**config.mk**
```make
export PLATFORM = sky130hd
export DESIGN_NAME = text_scroll_sequencer_core_flat
export DESIGN_NICKNAME = d
export VERILOG_FILES = /design/src/rtl/tss_pkg.sv /design/src/rtl/tss_if.sv /design/src/rtl/text_scroll_sequencer_core.sv /design/src/rtl/tss_regs.sv /design/src/rtl/tss_divider.sv /design/src/flat_wrapper.sv
export SDC_FILE = /design/constraint.sdc
export NUM_CORES = 1
export LEC_CHECK = 0
export ABC_CLOCK_PERIOD_IN_PS = 5000
export BUFFER_PORTS_ARGS = -buffer_cell sky130_fd_sc_hd__buf_4
export CORE_AREA = 5 5 183 185
export DETAILED_ROUTE_END_ITERATION = 10
export DIE_AREA = 0 0 188 190
export GPL_TIMING_DRIVEN = 0
export PLACE_DENSITY_LB_ADDON = 0.3
export RECOVER_POWER = 50
export SLEW_MARGIN = 10
export SYNTH_ARGS = -nofsm -noshare
export SYNTH_HDL_FRONTEND = slang
export SYNTH_SLANG_ARGS = --single-unit
```
**constraint.sdc**
```tcl
create_clock -name clk_i -period 5 [get_ports clk_i]
set_input_delay 0.5 -clock clk_i [delete_from_list [all_inputs] [get_ports clk_i]]
set_output_delay 0.5 -clock clk_i [all_outputs]
set_load 0.03 [all_outputs]
```
**src/rtl/tss_pkg.sv**
```systemverilog
// ----------------------------------------------------------------------------
// Text scroll sequencer package
// Shared types, widths and codes of the text scroll sequencer.
// ----------------------------------------------------------------------------
package tss_pkg;

  // Width of the shared divider operands and of its step counter.
  localparam int DIV_W   = 10;
  localparam int CNT_W   = 4;
  // Internal widths of the sequencer state.
  localparam int LINES_W = 5;
  localparam int TOP_W   = 5;
  localparam int Y_W     = 10;
  localparam int VIS_W   = 8;
  localparam int PAGE_W  = 5;
  localparam int ADDR_W  = 5;

  localparam logic [15:0] LINE_DEFAULT_DELAY = 16'd16;

  typedef enum logic [1:0] {
    MODE_NONE     = 2'd0,
    MODE_PAGE     = 2'd1,
    MODE_LINE     = 2'd2,
    MODE_LINE_ALT = 2'd3
  } scroll_mode_e;

  typedef enum logic [1:0] {
    DRAW_NONE   = 2'd0,
    DRAW_PAGE   = 2'd1,
    DRAW_SCROLL = 2'd2,
    DRAW_CLEAR  = 2'd3
  } draw_kind_e;

  typedef enum logic {
    CMD_START = 1'b0,
    CMD_TICK  = 1'b1
  } command_e;

  typedef enum logic [2:0] {
    REG_SCROLL_MODE = 3'd0,
    REG_LOOP_ENABLE = 3'd1,
    REG_LINE_COUNT  = 3'd2,
    REG_TEXT_SIZE   = 3'd3,
    REG_DELAY_MS    = 3'd4,
    REG_STEP_PX     = 3'd5,
    REG_PAUSE_MS    = 3'd6
  } reg_index_e;

  typedef enum logic [3:0] {
    S_IDLE,
    S_DISPATCH,
    S_VIS,
    S_PAGES,
    S_LINE,
    S_LINE2,
    S_YMOD,
    S_TMOD,
    S_EMIT
  } seq_state_e;

  typedef struct packed {
    scroll_mode_e scroll_mode;
    logic         loop_enable;
    logic [4:0]   line_count;
    logic [3:0]   text_size;
    logic [15:0]  delay_ms;
    logic [5:0]   step_px;
    logic [15:0]  pause_ms;
  } cfg_t;

  typedef struct packed {
    logic             start;
    logic [DIV_W-1:0] num;
    logic [DIV_W-1:0] den;
  } div_req_t;

  typedef struct packed {
    logic             busy;
    logic             done;
    logic [DIV_W-1:0] quo;
    logic [DIV_W-1:0] rem;
  } div_rsp_t;

endpackage

```
**src/rtl/tss_if.sv**
```systemverilog
// ----------------------------------------------------------------------------
// Text scroll sequencer channels
// Command channel and frame descriptor channel, valid/ready handshake.
// ----------------------------------------------------------------------------
interface tss_cmd_if;
  logic        valid;
  logic        ready;
  logic        command;
  logic [31:0] now_ms;

  modport source (output valid, output command, output now_ms, input ready);
  modport sink   (input valid, input command, input now_ms, output ready);
endinterface

interface tss_frame_if;
  logic       valid;
  logic       ready;
  logic [1:0] draw_kind;
  logic [4:0] page_number;
  logic [3:0] top_line;
  logic [5:0] offset_px;
  logic       running;

  modport source (output valid, output draw_kind, output page_number, output top_line,
                  output offset_px, output running, input ready);
  modport sink   (input valid, input draw_kind, input page_number, input top_line,
                  input offset_px, input running, output ready);
endinterface

```
**src/rtl/text_scroll_sequencer_core.sv**
```systemverilog
// ----------------------------------------------------------------------------
// Text scroll sequencer core
// Page flipping and pixel line scrolling sequencer emitting one frame beat
// per command beat, built around one shared iterative divider.
// ----------------------------------------------------------------------------
// Each division in the shared divider yields one quotient bit a cycle.
// One command is processed at a time; a new beat is taken once the previous
// result sits in the output register. Reset is asynchronous, active low, and
// needs no clearing pass.
module text_scroll_sequencer_core #(
  parameter int MAX_LINES         = 16,
  parameter int DISPLAY_HEIGHT_PX = 64,
  parameter int CHAR_HEIGHT_PX    = 8
) (
  input  logic                       clk_i,
  input  logic                       rst_ni,
  tss_cmd_if.sink                    cmd_i,
  tss_frame_if.source                frame_o,
  input  logic                       psel,
  input  logic                       penable,
  input  logic                       pwrite,
  input  logic [tss_pkg::ADDR_W-1:0] paddr,
  input  logic [31:0]                pwdata,
  output logic [31:0]                prdata,
  output logic                       pready
);
  import tss_pkg::*;

  localparam int          LINE_CAP = (MAX_LINES > 31) ? 31 : MAX_LINES;
  localparam logic [Y_W-1:0]   CHAR_H = Y_W'(CHAR_HEIGHT_PX);
  localparam logic [DIV_W-1:0] DISP_H = DIV_W'(DISPLAY_HEIGHT_PX);

  cfg_t     cfg;
  div_req_t div_req;
  div_rsp_t div_rsp;

  seq_state_e state_q, state_d;
  command_e   cmd_q, cmd_d;
  logic [31:0] now_q, now_d;
  draw_kind_e kind_q, kind_d;
  logic       active_q, active_d;
  logic [PAGE_W-1:0] page_now_q, page_now_d;
  logic [PAGE_W-1:0] page_total_q, page_total_d;
  logic [31:0] last_switch_q, last_switch_d;
  logic [31:0] pause_start_q, pause_start_d;
  logic       pause_pending_q, pause_pending_d;
  logic [Y_W-1:0]   y_q, y_d;
  logic [TOP_W-1:0] top_q, top_d;
  logic [15:0] step_delay_q, step_delay_d;
  logic [VIS_W-1:0] vis_q, vis_d;

  logic       out_valid_q, out_valid_d;
  draw_kind_e out_kind_q, out_kind_d;
  logic [4:0] out_page_q, out_page_d;
  logic [3:0] out_top_q, out_top_d;
  logic [5:0] out_off_q, out_off_d;
  logic       out_run_q, out_run_d;

  logic [LINES_W-1:0] lines;
  logic [3:0]   size_eff;
  logic [Y_W-1:0] lh;
  logic [5:0]   step_eff;
  logic [Y_W-1:0] ysum;
  logic [31:0]  elapsed;
  logic [31:0]  paused_for;
  logic         too_soon;
  logic         pause_done;
  logic         lines_zero;
  logic         lines_le_vis;
  logic [VIS_W-1:0] lines_minus_vis;
  logic [TOP_W-1:0] last_top;
  logic         ywrap;
  logic         stop_at_end;
  logic         loop_en;
  logic         mode_none;
  logic         mode_page;
  logic [PAGE_W:0] page_inc;
  logic         page_more;
  logic [VIS_W-1:0] vis_new;
  logic         out_free;

  tss_regs u_regs (
    .clk_i   (clk_i),
    .rst_ni  (rst_ni),
    .psel    (psel),
    .penable (penable),
    .pwrite  (pwrite),
    .paddr   (paddr),
    .pwdata  (pwdata),
    .prdata  (prdata),
    .pready  (pready),
    .cfg_o   (cfg)
  );

  tss_divider u_div (
    .clk_i  (clk_i),
    .rst_ni (rst_ni),
    .req_i  (div_req),
    .rsp_o  (div_rsp)
  );

  // Geometry and timing terms derived from the live register values.
  assign lines      = (cfg.line_count > LINES_W'(LINE_CAP)) ? LINES_W'(LINE_CAP)
                                                          : cfg.line_count;
  assign size_eff   = (cfg.text_size == 4'd0) ? 4'd1 : cfg.text_size;
  assign lh         = CHAR_H * Y_W'(size_eff);
  assign step_eff   = (cfg.step_px == 6'd0) ? 6'd1 : cfg.step_px;
  assign ysum       = y_q + Y_W'(step_eff);
  assign elapsed    = now_q - last_switch_q;
  assign paused_for = now_q - pause_start_q;
  assign too_soon   = elapsed < {16'b0, step_delay_q};
  assign pause_done = (cfg.pause_ms == 16'd0) || (paused_for >= {16'b0, cfg.pause_ms});
  assign lines_zero = lines == '0;
  assign lines_le_vis    = VIS_W'(lines) <= vis_q;
  assign lines_minus_vis = VIS_W'(lines) - vis_q;
  assign last_top   = lines_le_vis ? '0 : lines_minus_vis[TOP_W-1:0];
  assign ywrap      = ysum >= lh;
  assign loop_en    = cfg.loop_enable;
  assign stop_at_end = !loop_en && (top_q == last_top) && ywrap;
  assign mode_none  = cfg.scroll_mode == MODE_NONE;
  assign mode_page  = cfg.scroll_mode == MODE_PAGE;
  assign page_inc   = {1'b0, page_now_q} + 1'b1;
  assign page_more  = page_inc < {1'b0, page_total_q};
  assign vis_new    = (div_rsp.quo == '0) ? VIS_W'(1) : div_rsp.quo[VIS_W-1:0];
  assign out_free   = !out_valid_q || frame_o.ready;

  // Next state.
  always_comb begin
    state_d = state_q;
    unique case (state_q)
      S_IDLE: begin
        if (cmd_i.valid) state_d = S_DISPATCH;
      end
      S_DISPATCH: begin
        if (cmd_q == CMD_START) begin
          state_d = (lines_zero || mode_none) ? S_EMIT : S_VIS;
        end else if (!active_q || mode_none || too_soon || mode_page) begin
          state_d = S_EMIT;
        end else begin
          state_d = S_VIS;
        end
      end
      S_VIS: begin
        if (div_rsp.done) state_d = (cmd_q == CMD_START) ? S_PAGES : S_LINE;
      end
      S_PAGES: begin
        if (div_rsp.done) state_d = S_EMIT;
      end
      S_LINE: begin
        if ((loop_en && lines_le_vis) || (pause_pending_q && !pause_done)) begin
          state_d = S_EMIT;
        end else begin
          state_d = S_LINE2;
        end
      end
      S_LINE2: begin
        if ((!loop_en && lines_le_vis) || stop_at_end || !ywrap) begin
          state_d = S_EMIT;
        end else begin
          state_d = S_YMOD;
        end
      end
      S_YMOD: begin
        if (div_rsp.done) state_d = (loop_en && !lines_zero) ? S_TMOD : S_EMIT;
      end
      S_TMOD: begin
        if (div_rsp.done) state_d = S_EMIT;
      end
      S_EMIT: begin
        if (out_free) state_d = S_IDLE;
      end
      default: state_d = S_IDLE;
    endcase
  end

  // Datapath updates and divider requests.
  always_comb begin
    cmd_d           = cmd_q;
    now_d           = now_q;
    kind_d          = kind_q;
    active_d        = active_q;
    page_now_d      = page_now_q;
    page_total_d    = page_total_q;
    last_switch_d   = last_switch_q;
    pause_start_d   = pause_start_q;
    pause_pending_d = pause_pending_q;
    y_d             = y_q;
    top_d           = top_q;
    step_delay_d    = step_delay_q;
    vis_d           = vis_q;
    div_req         = '0;
    out_valid_d     = out_valid_q && !frame_o.ready;
    out_kind_d      = out_kind_q;
    out_page_d      = out_page_q;
    out_top_d       = out_top_q;
    out_off_d       = out_off_q;
    out_run_d       = out_run_q;

    unique case (state_q)
      S_IDLE: begin
        if (cmd_i.valid) begin
          cmd_d = command_e'(cmd_i.command);
          now_d = cmd_i.now_ms;
        end
      end
      S_DISPATCH: begin
        if (cmd_q == CMD_START) begin
          if (lines_zero) begin
            active_d = 1'b0;
            kind_d   = DRAW_CLEAR;
          end else if (mode_none) begin
            active_d   = 1'b0;
            page_now_d = '0;
            kind_d     = DRAW_PAGE;
          end else begin
            div_req.start = 1'b1;
            div_req.num   = DISP_H;
            div_req.den   = lh;
          end
        end else begin
          kind_d = DRAW_NONE;
          if (active_q && !mode_none && !too_soon) begin
            last_switch_d = now_q;
            if (mode_page) begin
              if (page_more) begin
                page_now_d = page_inc[PAGE_W-1:0];
                kind_d     = DRAW_PAGE;
              end else if (loop_en) begin
                page_now_d = '0;
                kind_d     = DRAW_PAGE;
              end else begin
                active_d = 1'b0;
              end
            end else begin
              div_req.start = 1'b1;
              div_req.num   = DISP_H;
              div_req.den   = lh;
            end
          end
        end
      end
      S_VIS: begin
        if (div_rsp.done) begin
          vis_d = vis_new;
          // A start goes on to the page count, the ceiling of lines over visible lines.
          if (cmd_q == CMD_START) begin
            div_req.start = 1'b1;
            div_req.num   = DIV_W'(lines) + DIV_W'(vis_new) - 1'b1;
            div_req.den   = DIV_W'(vis_new);
          end
        end
      end
      S_PAGES: begin
        if (div_rsp.done) begin
          page_total_d = div_rsp.quo[PAGE_W-1:0];
          if (mode_page) begin
            step_delay_d = (cfg.delay_ms == 16'd0) ? 16'd1 : cfg.delay_ms;
          end else begin
            step_delay_d    = (cfg.delay_ms == 16'd0) ? LINE_DEFAULT_DELAY : cfg.delay_ms;
            y_d             = '0;
            top_d           = '0;
            pause_pending_d = 1'b0;
          end
          page_now_d    = '0;
          active_d      = !((div_rsp.quo == DIV_W'(1)) && !loop_en);
          last_switch_d = now_q;
          kind_d        = DRAW_PAGE;
        end
      end
      S_LINE: begin
        kind_d = DRAW_SCROLL;
        if (loop_en && lines_le_vis) begin
          y_d      = '0;
          top_d    = '0;
          active_d = 1'b0;
        end else if (pause_pending_q && pause_done) begin
          pause_pending_d = 1'b0;
        end
      end
      S_LINE2: begin
        if (!loop_en && lines_le_vis) begin
          active_d = 1'b0;
        end else if (stop_at_end) begin
          y_d      = '0;
          active_d = 1'b0;
        end else if (!ywrap) begin
          y_d = ysum;
        end else begin
          // Snap to the next line and keep the remainder of the offset.
          div_req.start = 1'b1;
          div_req.num   = ysum;
          div_req.den   = lh;
        end
      end
      S_YMOD: begin
        if (div_rsp.done) begin
          y_d = div_rsp.rem;
          if (loop_en) begin
            if (lines_zero) begin
              if (cfg.pause_ms != 16'd0) begin
                pause_pending_d = 1'b1;
                pause_start_d   = now_q;
              end
            end else begin
              div_req.start = 1'b1;
              div_req.num   = DIV_W'(top_q) + 1'b1;
              div_req.den   = DIV_W'(lines);
            end
          end else if (top_q < last_top) begin
            top_d = top_q + 1'b1;
            if (cfg.pause_ms != 16'd0) begin
              pause_pending_d = 1'b1;
              pause_start_d   = now_q;
            end
          end else begin
            y_d      = '0;
            active_d = 1'b0;
          end
        end
      end
      S_TMOD: begin
        if (div_rsp.done) begin
          top_d = div_rsp.rem[TOP_W-1:0];
          if (cfg.pause_ms != 16'd0) begin
            pause_pending_d = 1'b1;
            pause_start_d   = now_q;
          end
        end
      end
      S_EMIT: begin
        if (out_free) begin
          out_valid_d = 1'b1;
          out_kind_d  = kind_q;
          out_page_d  = (kind_q == DRAW_PAGE) ? page_now_q : '0;
          out_top_d   = (kind_q == DRAW_SCROLL) ? top_q[3:0] : '0;
          if (kind_q != DRAW_SCROLL) begin
            out_off_d = '0;
          end else begin
            out_off_d = (y_q > Y_W'(63)) ? 6'd63 : y_q[5:0];
          end
          out_run_d = active_q;
        end
      end
      default: ;
    endcase
  end

  always_ff @(posedge clk_i or negedge rst_ni) begin
    if (!rst_ni) begin
      state_q         <= S_IDLE;
      active_q        <= 1'b0;
      page_now_q      <= '0;
      page_total_q    <= PAGE_W'(1);
      last_switch_q   <= '0;
      pause_start_q   <= '0;
      pause_pending_q <= 1'b0;
      y_q             <= '0;
      top_q           <= '0;
      step_delay_q    <= '0;
      out_valid_q     <= 1'b0;
    end else begin
      state_q         <= state_d;
      active_q        <= active_d;
      page_now_q      <= page_now_d;
      page_total_q    <= page_total_d;
      last_switch_q   <= last_switch_d;
      pause_start_q   <= pause_start_d;
      pause_pending_q <= pause_pending_d;
      y_q             <= y_d;
      top_q           <= top_d;
      step_delay_q    <= step_delay_d;
      out_valid_q     <= out_valid_d;
    end
  end

  always_ff @(posedge clk_i) begin
    cmd_q      <= cmd_d;
    now_q      <= now_d;
    kind_q     <= kind_d;
    vis_q      <= vis_d;
    out_kind_q <= out_kind_d;
    out_page_q <= out_page_d;
    out_top_q  <= out_top_d;
    out_off_q  <= out_off_d;
    out_run_q  <= out_run_d;
  end

  assign cmd_i.ready         = state_q == S_IDLE;
  assign frame_o.valid       = out_valid_q;
  assign frame_o.draw_kind   = out_kind_q;
  assign frame_o.page_number = out_page_q;
  assign frame_o.top_line    = out_top_q;
  assign frame_o.offset_px   = out_off_q;
  assign frame_o.running     = out_run_q;

  // The shared divider is only started when it is idle.
  a_div_start_idle: assert property (@(posedge clk_i) disable iff (!rst_ni)
    div_req.start |-> !div_rsp.busy)
    else $error("divider started while busy");

  // A command beat is never taken in the cycle right after another.
  a_one_at_a_time: assert property (@(posedge clk_i) disable iff (!rst_ni)
    (cmd_i.valid && cmd_i.ready) |=> !cmd_i.ready)
    else $error("command taken while previous one in progress");

  // The current page always lies inside the page count.
  a_page_in_range: assert property (@(posedge clk_i) disable iff (!rst_ni)
    (page_now_q == '0) || (page_now_q < page_total_q))
    else $error("page index beyond page count");

endmodule

```
**src/rtl/tss_regs.sv**
```systemverilog
// ----------------------------------------------------------------------------
// Text scroll sequencer configuration registers
// APB register file holding the scroll mode, timing and geometry settings.
// ----------------------------------------------------------------------------
module tss_regs (
  input  logic                       clk_i,
  input  logic                       rst_ni,
  input  logic                       psel,
  input  logic                       penable,
  input  logic                       pwrite,
  input  logic [tss_pkg::ADDR_W-1:0] paddr,
  input  logic [31:0]                pwdata,
  output logic [31:0]                prdata,
  output logic                       pready,
  output tss_pkg::cfg_t              cfg_o
);
  import tss_pkg::*;

  cfg_t       cfg_q;
  reg_index_e reg_idx;
  logic       wr_en;

  assign reg_idx = reg_index_e'(paddr[ADDR_W-1:2]);
  assign wr_en   = psel & penable & pwrite;
  assign pready  = 1'b1;
  assign cfg_o   = cfg_q;

  always_ff @(posedge clk_i or negedge rst_ni) begin
    if (!rst_ni) begin
      cfg_q.scroll_mode <= MODE_NONE;
      cfg_q.loop_enable <= 1'b1;
      cfg_q.line_count  <= '0;
      cfg_q.text_size   <= 4'd1;
      cfg_q.delay_ms    <= '0;
      cfg_q.step_px     <= 6'd1;
      cfg_q.pause_ms    <= '0;
    end else if (wr_en) begin
      unique case (reg_idx)
        REG_SCROLL_MODE: cfg_q.scroll_mode <= scroll_mode_e'(pwdata[1:0]);
        REG_LOOP_ENABLE: cfg_q.loop_enable <= pwdata[0];
        REG_LINE_COUNT:  cfg_q.line_count  <= pwdata[4:0];
        REG_TEXT_SIZE:   cfg_q.text_size   <= pwdata[3:0];
        REG_DELAY_MS:    cfg_q.delay_ms    <= pwdata[15:0];
        REG_STEP_PX:     cfg_q.step_px     <= pwdata[5:0];
        REG_PAUSE_MS:    cfg_q.pause_ms    <= pwdata[15:0];
        default: ;
      endcase
    end
  end

  always_comb begin
    unique case (reg_idx)
      REG_SCROLL_MODE: prdata = {30'b0, cfg_q.scroll_mode};
      REG_LOOP_ENABLE: prdata = {31'b0, cfg_q.loop_enable};
      REG_LINE_COUNT:  prdata = {27'b0, cfg_q.line_count};
      REG_TEXT_SIZE:   prdata = {28'b0, cfg_q.text_size};
      REG_DELAY_MS:    prdata = {16'b0, cfg_q.delay_ms};
      REG_STEP_PX:     prdata = {26'b0, cfg_q.step_px};
      REG_PAUSE_MS:    prdata = {16'b0, cfg_q.pause_ms};
      default:         prdata = '0;
    endcase
  end

endmodule

```
**src/rtl/tss_divider.sv**
```systemverilog
// ----------------------------------------------------------------------------
// Text scroll sequencer divider
// Restoring divider shared by all quotient and remainder steps, one bit a cycle.
// ----------------------------------------------------------------------------
module tss_divider (
  input  logic              clk_i,
  input  logic              rst_ni,
  input  tss_pkg::div_req_t req_i,
  output tss_pkg::div_rsp_t rsp_o
);
  import tss_pkg::*;

  logic             busy_q, busy_d;
  logic             done_q, done_d;
  logic [CNT_W-1:0] cnt_q, cnt_d;
  logic [DIV_W-1:0] rem_q, rem_d;
  logic [DIV_W-1:0] quo_q, quo_d;
  logic [DIV_W-1:0] den_q, den_d;
  logic [DIV_W:0]   rem_sh;
  logic [DIV_W:0]   rem_sub;
  logic             fits;

  // The dividend shifts out of quo_q from the top while quotient bits enter at the bottom.
  assign rem_sh  = {rem_q, quo_q[DIV_W-1]};
  assign fits    = rem_sh >= {1'b0, den_q};
  assign rem_sub = rem_sh - {1'b0, den_q};

  always_comb begin
    busy_d = busy_q;
    done_d = 1'b0;
    cnt_d  = cnt_q;
    rem_d  = rem_q;
    quo_d  = quo_q;
    den_d  = den_q;
    if (req_i.start) begin
      busy_d = 1'b1;
      cnt_d  = '0;
      rem_d  = '0;
      quo_d  = req_i.num;
      den_d  = req_i.den;
    end else if (busy_q) begin
      rem_d = fits ? rem_sub[DIV_W-1:0] : rem_sh[DIV_W-1:0];
      quo_d = {quo_q[DIV_W-2:0], fits};
      cnt_d = cnt_q + 1'b1;
      if (cnt_q == CNT_W'(DIV_W - 1)) begin
        busy_d = 1'b0;
        done_d = 1'b1;
      end
    end
  end

  always_ff @(posedge clk_i or negedge rst_ni) begin
    if (!rst_ni) begin
      busy_q <= 1'b0;
      done_q <= 1'b0;
      cnt_q  <= '0;
    end else begin
      busy_q <= busy_d;
      done_q <= done_d;
      cnt_q  <= cnt_d;
    end
  end

  always_ff @(posedge clk_i) begin
    rem_q <= rem_d;
    quo_q <= quo_d;
    den_q <= den_d;
  end

  assign rsp_o.busy = busy_q;
  assign rsp_o.done = done_q;
  assign rsp_o.quo  = quo_q;
  assign rsp_o.rem  = rem_q;

endmodule
```
**src/flat_wrapper.sv**
```systemverilog
// flat-port wrapper written by rule: the top's interface ports become plain ports
module text_scroll_sequencer_core_flat import tss_pkg::*;
#(
  parameter int MAX_LINES         = 16,
  parameter int DISPLAY_HEIGHT_PX = 64,
  parameter int CHAR_HEIGHT_PX    = 8
)
  (clk_i, rst_ni, psel, penable, pwrite, paddr, pwdata, prdata, pready, cmd_i_valid, cmd_i_command, cmd_i_now_ms, cmd_i_ready, frame_o_valid, frame_o_draw_kind, frame_o_page_number, frame_o_top_line, frame_o_offset_px, frame_o_running, frame_o_ready);
  tss_cmd_if cmd_i_i ();
  tss_frame_if frame_o_i ();
  input  logic clk_i;
  input  logic rst_ni;
  input  logic psel;
  input  logic penable;
  input  logic pwrite;
  input  logic [tss_pkg::ADDR_W-1:0] paddr;
  input  logic [31:0] pwdata;
  output logic [31:0] prdata;
  output logic pready;
  input wire logic [$bits(cmd_i_i.valid)-1:0] cmd_i_valid;
  input wire logic [$bits(cmd_i_i.command)-1:0] cmd_i_command;
  input wire logic [$bits(cmd_i_i.now_ms)-1:0] cmd_i_now_ms;
  output wire logic [$bits(cmd_i_i.ready)-1:0] cmd_i_ready;
  output wire logic [$bits(frame_o_i.valid)-1:0] frame_o_valid;
  output wire logic [$bits(frame_o_i.draw_kind)-1:0] frame_o_draw_kind;
  output wire logic [$bits(frame_o_i.page_number)-1:0] frame_o_page_number;
  output wire logic [$bits(frame_o_i.top_line)-1:0] frame_o_top_line;
  output wire logic [$bits(frame_o_i.offset_px)-1:0] frame_o_offset_px;
  output wire logic [$bits(frame_o_i.running)-1:0] frame_o_running;
  input wire logic [$bits(frame_o_i.ready)-1:0] frame_o_ready;
  assign cmd_i_i.valid = cmd_i_valid;
  assign cmd_i_i.command = cmd_i_command;
  assign cmd_i_i.now_ms = cmd_i_now_ms;
  assign cmd_i_ready = cmd_i_i.ready;
  assign frame_o_valid = frame_o_i.valid;
  assign frame_o_draw_kind = frame_o_i.draw_kind;
  assign frame_o_page_number = frame_o_i.page_number;
  assign frame_o_top_line = frame_o_i.top_line;
  assign frame_o_offset_px = frame_o_i.offset_px;
  assign frame_o_running = frame_o_i.running;
  assign frame_o_i.ready = frame_o_ready;
  text_scroll_sequencer_core #(.MAX_LINES(MAX_LINES), .DISPLAY_HEIGHT_PX(DISPLAY_HEIGHT_PX), .CHAR_HEIGHT_PX(CHAR_HEIGHT_PX)) u_core (.clk_i(clk_i), .rst_ni(rst_ni), .cmd_i(cmd_i_i), .frame_o(frame_o_i), .psel(psel), .penable(penable), .pwrite(pwrite), .paddr(paddr), .pwdata(pwdata), .prdata(prdata), .pready(pready));
endmodule
```
### Yosys cells after proc, flatten, opt, wreduce, memory -nomap -nowiden

Index checks and enable logic that the tools add are counted.

| word-level totals | value |
|---|---|
| register bits | 259 |
| input port bits | 77 |
| word-level logic and storage cells | 296 |

| operators by class | value |
|---|---|
| add/subtract/negate cells | 11 |
| $lt $le $gt $ge | 9 |
| equality and inequality tests | 50 |
| muxes and demuxes | 123 |
| bitwise gates (word level) | 2 |
| reduce and logical (&&, ||, !) cells | 68 |

Operators by type and width:

| operator | count |
|---|---|
| 2-to-1 mux 32 bit | 9 |
| 2-to-1 mux 21 bit | 13 |
| one-hot mux 32 bit (2 select lines) | 2 |
| 2-to-1 mux 10 bit | 12 |
| one-hot mux 16 bit (7 select lines) | 1 |
| 2-to-1 mux 5 bit | 17 |
| one-hot mux 21 bit (4 select lines) | 1 |
| subtractor 32 bit | 2 |
| 2-to-1 mux 4 bit | 14 |
| 2-to-1 mux 16 bit | 3 |
| one-hot mux 10 bit (4 select lines) | 1 |
| 2-to-1 mux 1 bit | 33 |
| >= comparator 32 x 16 -> 1 bit | 1 |
| zero test 16 bit | 2 |
| < comparator 32 x 16 -> 1 bit | 1 |
| one-hot mux 4 bit (8 select lines) | 1 |
| != test 2 bit (second input constant) | 11 |
| AND reduction 2 bit | 11 |
| one-hot mux 5 bit (4 select lines) | 1 |
| equality test 4 x 3 -> 1 bit (second input constant) | 4 |
| nonzero test 16 bit | 1 |
| != test 3 bit (second input constant) | 5 |
| 2-to-1 mux 2 bit | 7 |
| != test 2 x 1 -> 1 bit (second input constant) | 7 |
| other kinds (58) | 103 |

### Logic depth before layout (Yosys ltp)

| logic depth | value |
|---|---|
| depth in word-level cells | 11 |
| depth in mapped cells | 24 |

### Hierarchy

From an unflattened synthesis, not the netlist that was laid out.

| second synthesis, totals | value |
|---|---|
| cell total of the unflattened synthesis | 1912 |
| area, all modules | 18054.8 µm² |

By module, submodules not included:

| module | instances | cells each | area each (µm²) | seq. area each (µm²) |
|---|---|---|---|---|
| text_scroll_sequencer_core | 1 | 1543 | 13643.1 | 4635.7 |
| tss_regs | 1 | 194 | 2473.6 | 1255.0 |
| tss_divider | 1 | 175 | 1938.1 | 950.9 |

### Worst setup path before layout

No wires, ideal clock.

| timing path | value |
|---|---|
| path kind | reg2reg |
| start point | reg u_core.now_q[0] |
| end point | reg u_core.u_div.quo_q[3] (data pin) |
| library setup time | 0.262 ns |
| arrival | 4.618 ns |
| slack | 0.120 ns |
| cell stages (with the launch flop) | 23 |
| path buffers | 0 |
| cell sequence | edfxtp_1 > inv_1 > ha_1 > inv_1 > fa_1 > a211oi_1 > o21ai_1 > o221a_2 > nor2_1 > o21ai_0 > xor2_1 > ha_1 > nor2b_1 > o21ai_0 > o2111a_1 > o2111a_1 > o211ai_1 > a211o_1 > nor4b_4 > nor2_2 > nor4_4 > inv_2 > mux2_1 |

| between the ends | value |
|---|---|
| word-level cells in the longest chain between the ends | 8 |

RTL lines:

| item | RTL line | source |
|---|---|---|
| from (decl) | text_scroll_sequencer_core.sv:39 | `logic [31:0] now_q, now_d;` |
| from (signal assigned) | text_scroll_sequencer_core.sv:378 | `now_q <= now_d;` |
| subtractor 32 bit | text_scroll_sequencer_core.sv:109 | `assign elapsed = now_q - last_switch_q;` |
| < comparator 32 x 16 -> 1 bit | text_scroll_sequencer_core.sv:111 | `assign too_soon = elapsed < {16'b0, step_delay_q};` |
| zero test 1 bit | text_scroll_sequencer_core.sv:222 | `if (active_q && !mode_none && !too_soon) begin` |
| logical AND 1 bit | text_scroll_sequencer_core.sv:222 |  |
| 2-to-1 mux 21 bit | text_scroll_sequencer_core.sv:222 |  |
| 2-to-1 mux 21 bit | text_scroll_sequencer_core.sv:207 | `if (cmd_q == CMD_START) begin` |
| one-hot mux 21 bit (4 select lines) | text_scroll_sequencer_core.sv:199 | `unique case (state_q)` |
| 2-to-1 mux 10 bit | tss_divider.sv:35 | `if (req_i.start) begin` |
| via u_core.u_div.quo_d[3] | tss_divider.sv:17 | `logic [DIV_W-1:0] quo_q, quo_d;` |
| to (signal assigned) | tss_divider.sv:66 | `quo_q <= quo_d;` |
| to (decl) | tss_divider.sv:17 |  |

The timed path passes the listed nets, and every way through them passes these cells.
A chain may end at the register's enable or synchronous reset.

==> flow_summary.json <==
{
  "relSlewSlack_pct": -64.54,
  "instances_no_fill": 2470,
  "synth_cell_types": 85,
  "required_ns": 5.30,
  "drt_iter0_drc": 1405,
  "clk_latency_ns": 0.56,
  "die_w_um": 188,
  "hp-class": "input port to flop",
  "multi_input_area_mm2": 0.009876,
  "ir_drop_v": 0.0003293,
  "synth_seq_cells": 257,
  "clkTransAtPathRegs_ns": 0.06,
  "cp-start-kind": "flop",
  "cts_buffer_depth": 3,
  "numCtsBuffers": 30,
  "die-height_um": 190,
  "fin_area_mm2": 0.02022,
  "reg2reg_slack_ns": -0.03,
  "timing.fmax_mhz": 198.9,
  "arrival_ns": 5.33,
  "yosys-top-cells-area": "dfrtp_1 24%, edfxtp_1 14%, ha_1 9.7%, mux2_2 5.6%, o21ai_0 4.0%",
  "top_level_ports": 130,
  "grt_use_total_pct": 26.20,
  "dp_worst_setup_slack_ns": -1.166,
  "maxCapViolations": 2,
  "worst_setup_path_end_kind": "flop",
  "final.setup_skew_ns": 0.01088,
  "post_dp_cell_area_mm2": 0.01875,
  "initial_core_util_pct": 54.62,
  "synth_seq_area_share_pct": 38.95,
  "synthCells": 1868,
  "layout_min_cycle_time_ns": 5.027,
  "final_nets": 2256,
  "outcome": "finished with violations",
  "post-place-cells": 2387,
  "criticalPathCategory": "flop to flop",
  "netlist.area_leader.share_pct": 23.57,
  "ant_nets": 0,
  "grt.overflow.total": 0,
  "drtPass1Iterations": 5,
  "setup_violations": 1,
  "place_hpwl_um": 36880,
  "htree_num_levels": 1,
  "grt_pass1_wl_um": 76420,
  "drive_gt1_share_pct": 16.49,
  "rows": 66,
  "gp_congestion": 0.9688,
  "hold_violations": 0,
  "syn2layout_area_growth_pct": 16.16,
  "synthFlopType": "dfrtp_1",
  "vias": 14660,
  "power_density_mw_per_mm2": 485.1,
  "p_sw_share_pct": 40.61,
  "ys_warn_count": 0,
  "synth-edff-count": 79,
  "avgSynthCellArea_um2": 9.320,
  "post_drt_wl_per_cell_um": 19.50,
  "io_buffers": 93,
  "yosys.area.top_type": "dfrtp_1",
  "antenna_found_initial": 0,
  "slew_violations": 171,
  "drc": 0,
  "regArea_mm2": 0.006782,
  "wl_um": 48160,
  "fin_util_pct": 63.44,
  "cts_tree": "yes",
  "coreArea_mm2": 0.03188,
  "worstMarginPinSlew_ns": 2.468,
  "n_fill_cell": 2671,
  "power_switching_mw": 3.984,
  "vias_per_cell": 5.934,
  "power.internal_mw": 5.825,
  "setup_slack_ns": -0.02731,
  "grt_max_degree": 98,
  "diodes": 0,
  "share_seq_of_total_power_pct": 31.2,
  "ctsRootBufferMaster": "clkbuf_16",
  "rsz0062_at_grt": "yes",
  "synth_area_mm2": 0.01741,
  "cellLeakagePower_nw": 8.757,
  "violations": "max-capacitance violations, max-slew violations, negative setup slack",
  "numClockSinks": 257,
  "dieArea_mm2": 0.03572,
  "combinationalPowerShare_pct": 46.1,
  "crit_fanout": 5,
  "period_share_pct": 100.5,
  "power_mw": 9.809,
  "async_reset_ff_share_pct": 65.37,
  "grt_pass1_vias": 14440,
  "p_clk_share_pct": 22.7
}
[synth_stat cells (all sizes together) (7+ instances only)]
cell	n
edfxtp	79
nand4	27
inv	163
nand2b	22
a21oi	113
nor2b	35
and2	22
xor2	39
buf	29
nand2	160
mux2i	26
nor3	26
mux2	90
o211ai	20
a211oi	19
dfrtp	164
nand3	34
or3	8
and3	17
ha	135
nor4	22
a22oi	12
o21a	20
nor2	122
a221o	7
a31oi	18
o21ai	147
xnor2	47
clkbuf	70
a21o	50
dfxtp	10
[cell families after synthesis]
logic type,Yosys count,synth area share [%]
AO/OA/AOI/OAI,483,18.02
XOR/XNOR,86,4.327
adder cells (fa/ha/maj),141,10.39
buffers and inverters,263,6.159
flip-flops,257,38.95
multiplexers,117,7.446
other,2,0.04314
AND/OR/NAND/NOR,519,14.66
[through the flow]
step | hold WS, ns | setup TNS (ns)
5_1_grt | 0.1145 | -1.382
2_1_floorplan | 0.2044 | 0
4_1_cts | 0.08497 | 0
6_report | 0.1382 | -0.02731
3_3_place_gp | 0.4719 | -92.40
3_5_place_dp | 0.4828 | -92.10
[layout by cell type, fill, tap and decap left out, types with 17 or more instances in the layout]
cell type / instances
clkbuf_1: 90
nor2b_1: 34
nand3_1: 33
o211ai_1: 20
nand2b_1: 21
ha_1: 131
and2_1: 17
and3_1: 17
nand4_1: 27
nand2_1: 159
nor2_1: 119
nor3_1: 25
inv_1: 160
o21ai_1: 36
o21a_1: 20
dfrtp_1: 164
mux2_2: 83
clkbuf_16: 33
mux2i_1: 26
a21oi_1: 108
a21o_1: 50
xor2_1: 39
nor4_1: 19
conb_1: 17
o21ai_0: 104
xnor2_1: 47
edfxtp_1: 79
clkbuf_4: 34
buf_4: 81
[worst max-delay path: stages (launching register included)]
cell and delay (ns):
edfxtp_1 0.51, buf_4 0.20, fa_2 0.39, a211oi_2 0.23
o21ai_2 0.15, a31oi_2 0.26, o21ai_1 0.10, xor2_1 0.20
ha_1 0.28, a21o_1 0.17, a211oi_2 0.27, o2111a_1 0.25
o2111a_1 0.18, o211ai_1 0.13, a211o_1 0.29, nor4b_4 0.23
buf_6 0.16, nor2_4 0.05, or3_4 0.38, a221o_1 0.34
[routing by layer]
layer	vias up	wire length (um)	global-route usage (%)
met3	103	2247	2.257
li1	6990	-	-
met1	7088	20410	34.21
met2	476	23670	45.57
met4	0	1825	9.994
met5	-	0	0
[layout make-up]
type | instances | area share (%)
plain buffers | 98 | 2.444
repair buffers | 123 | 4.560
inverters | 164 | 3.081
clock buffers | 45 | 4.300
flip-flops and latches | 257 | 33.54
multi-input cells | 1364 | 48.84
clock inverters | 11 | 0.7177
well taps | 408 | 2.524
[final timing paths]
path,from,endpoint,depth (start not counted)
min in group asynchronous,rst_ni,u_core.step_delay_q[7],2
worst min-delay path,cmd_i_now_ms[7],u_core.now_q[7],1
worst min register to register,u_core.kind_q[0],u_core.frame_o.draw_kind[0],0
worst max register to register,u_core.now_q[1],u_core.u_div.den_q[3],19
max in group asynchronous,rst_ni,u_core.u_div.cnt_q[3],3
worst max-delay path,u_core.now_q[1],u_core.u_div.den_q[3],19
[registers in the layout, summed over array words and instances, names as in the netlist, 2 cells and up]
name	count
u_core.kind_q	2
u_core.frame_o.top_line	4
u_core.u_div.quo_q	10
u_core.u_div.den_q	8
u_core.pause_start_q	32
u_core.y_q	10
u_core.now_q	32
u_core.page_total_q	5
u_core.last_switch_q	32
u_core.u_regs.cfg_o	50
u_core.u_div.cnt_q	4
u_core.top_q	5
u_core.frame_o.offset_px	6
u_core.frame_o.draw_kind	2
u_core.page_now_q	5
u_core.step_delay_q	16
u_core.u_div.rem_q	10
u_core.vis_q	8
u_core.state_q	4
u_core.frame_o.page_number	5
[what timing repair did]
item,4_1_cts,5_1_grt
cloned,0,2
hold buffers,1,0
setup buffers,14,12
setup endpoints to repair,134,123
gates resized for setup,35,85
hold endpoints to repair,2,0
pin swaps,13,9
[power groups by stage]
stage / clock (mW) / combinational [mW] / sequential [mW]
after floorplan: 0 / 3.12 / 2.96
after global placement: 0 / 4.10 / 3.07
after detailed placement: 0 / 4.23 / 3.08
after CTS: 2.28 / 4.39 / 3.04
after global routing: 2.36 / 4.99 / 3.10
final: 2.23 / 4.52 / 3.06
(Power assumes the default switching activity.)
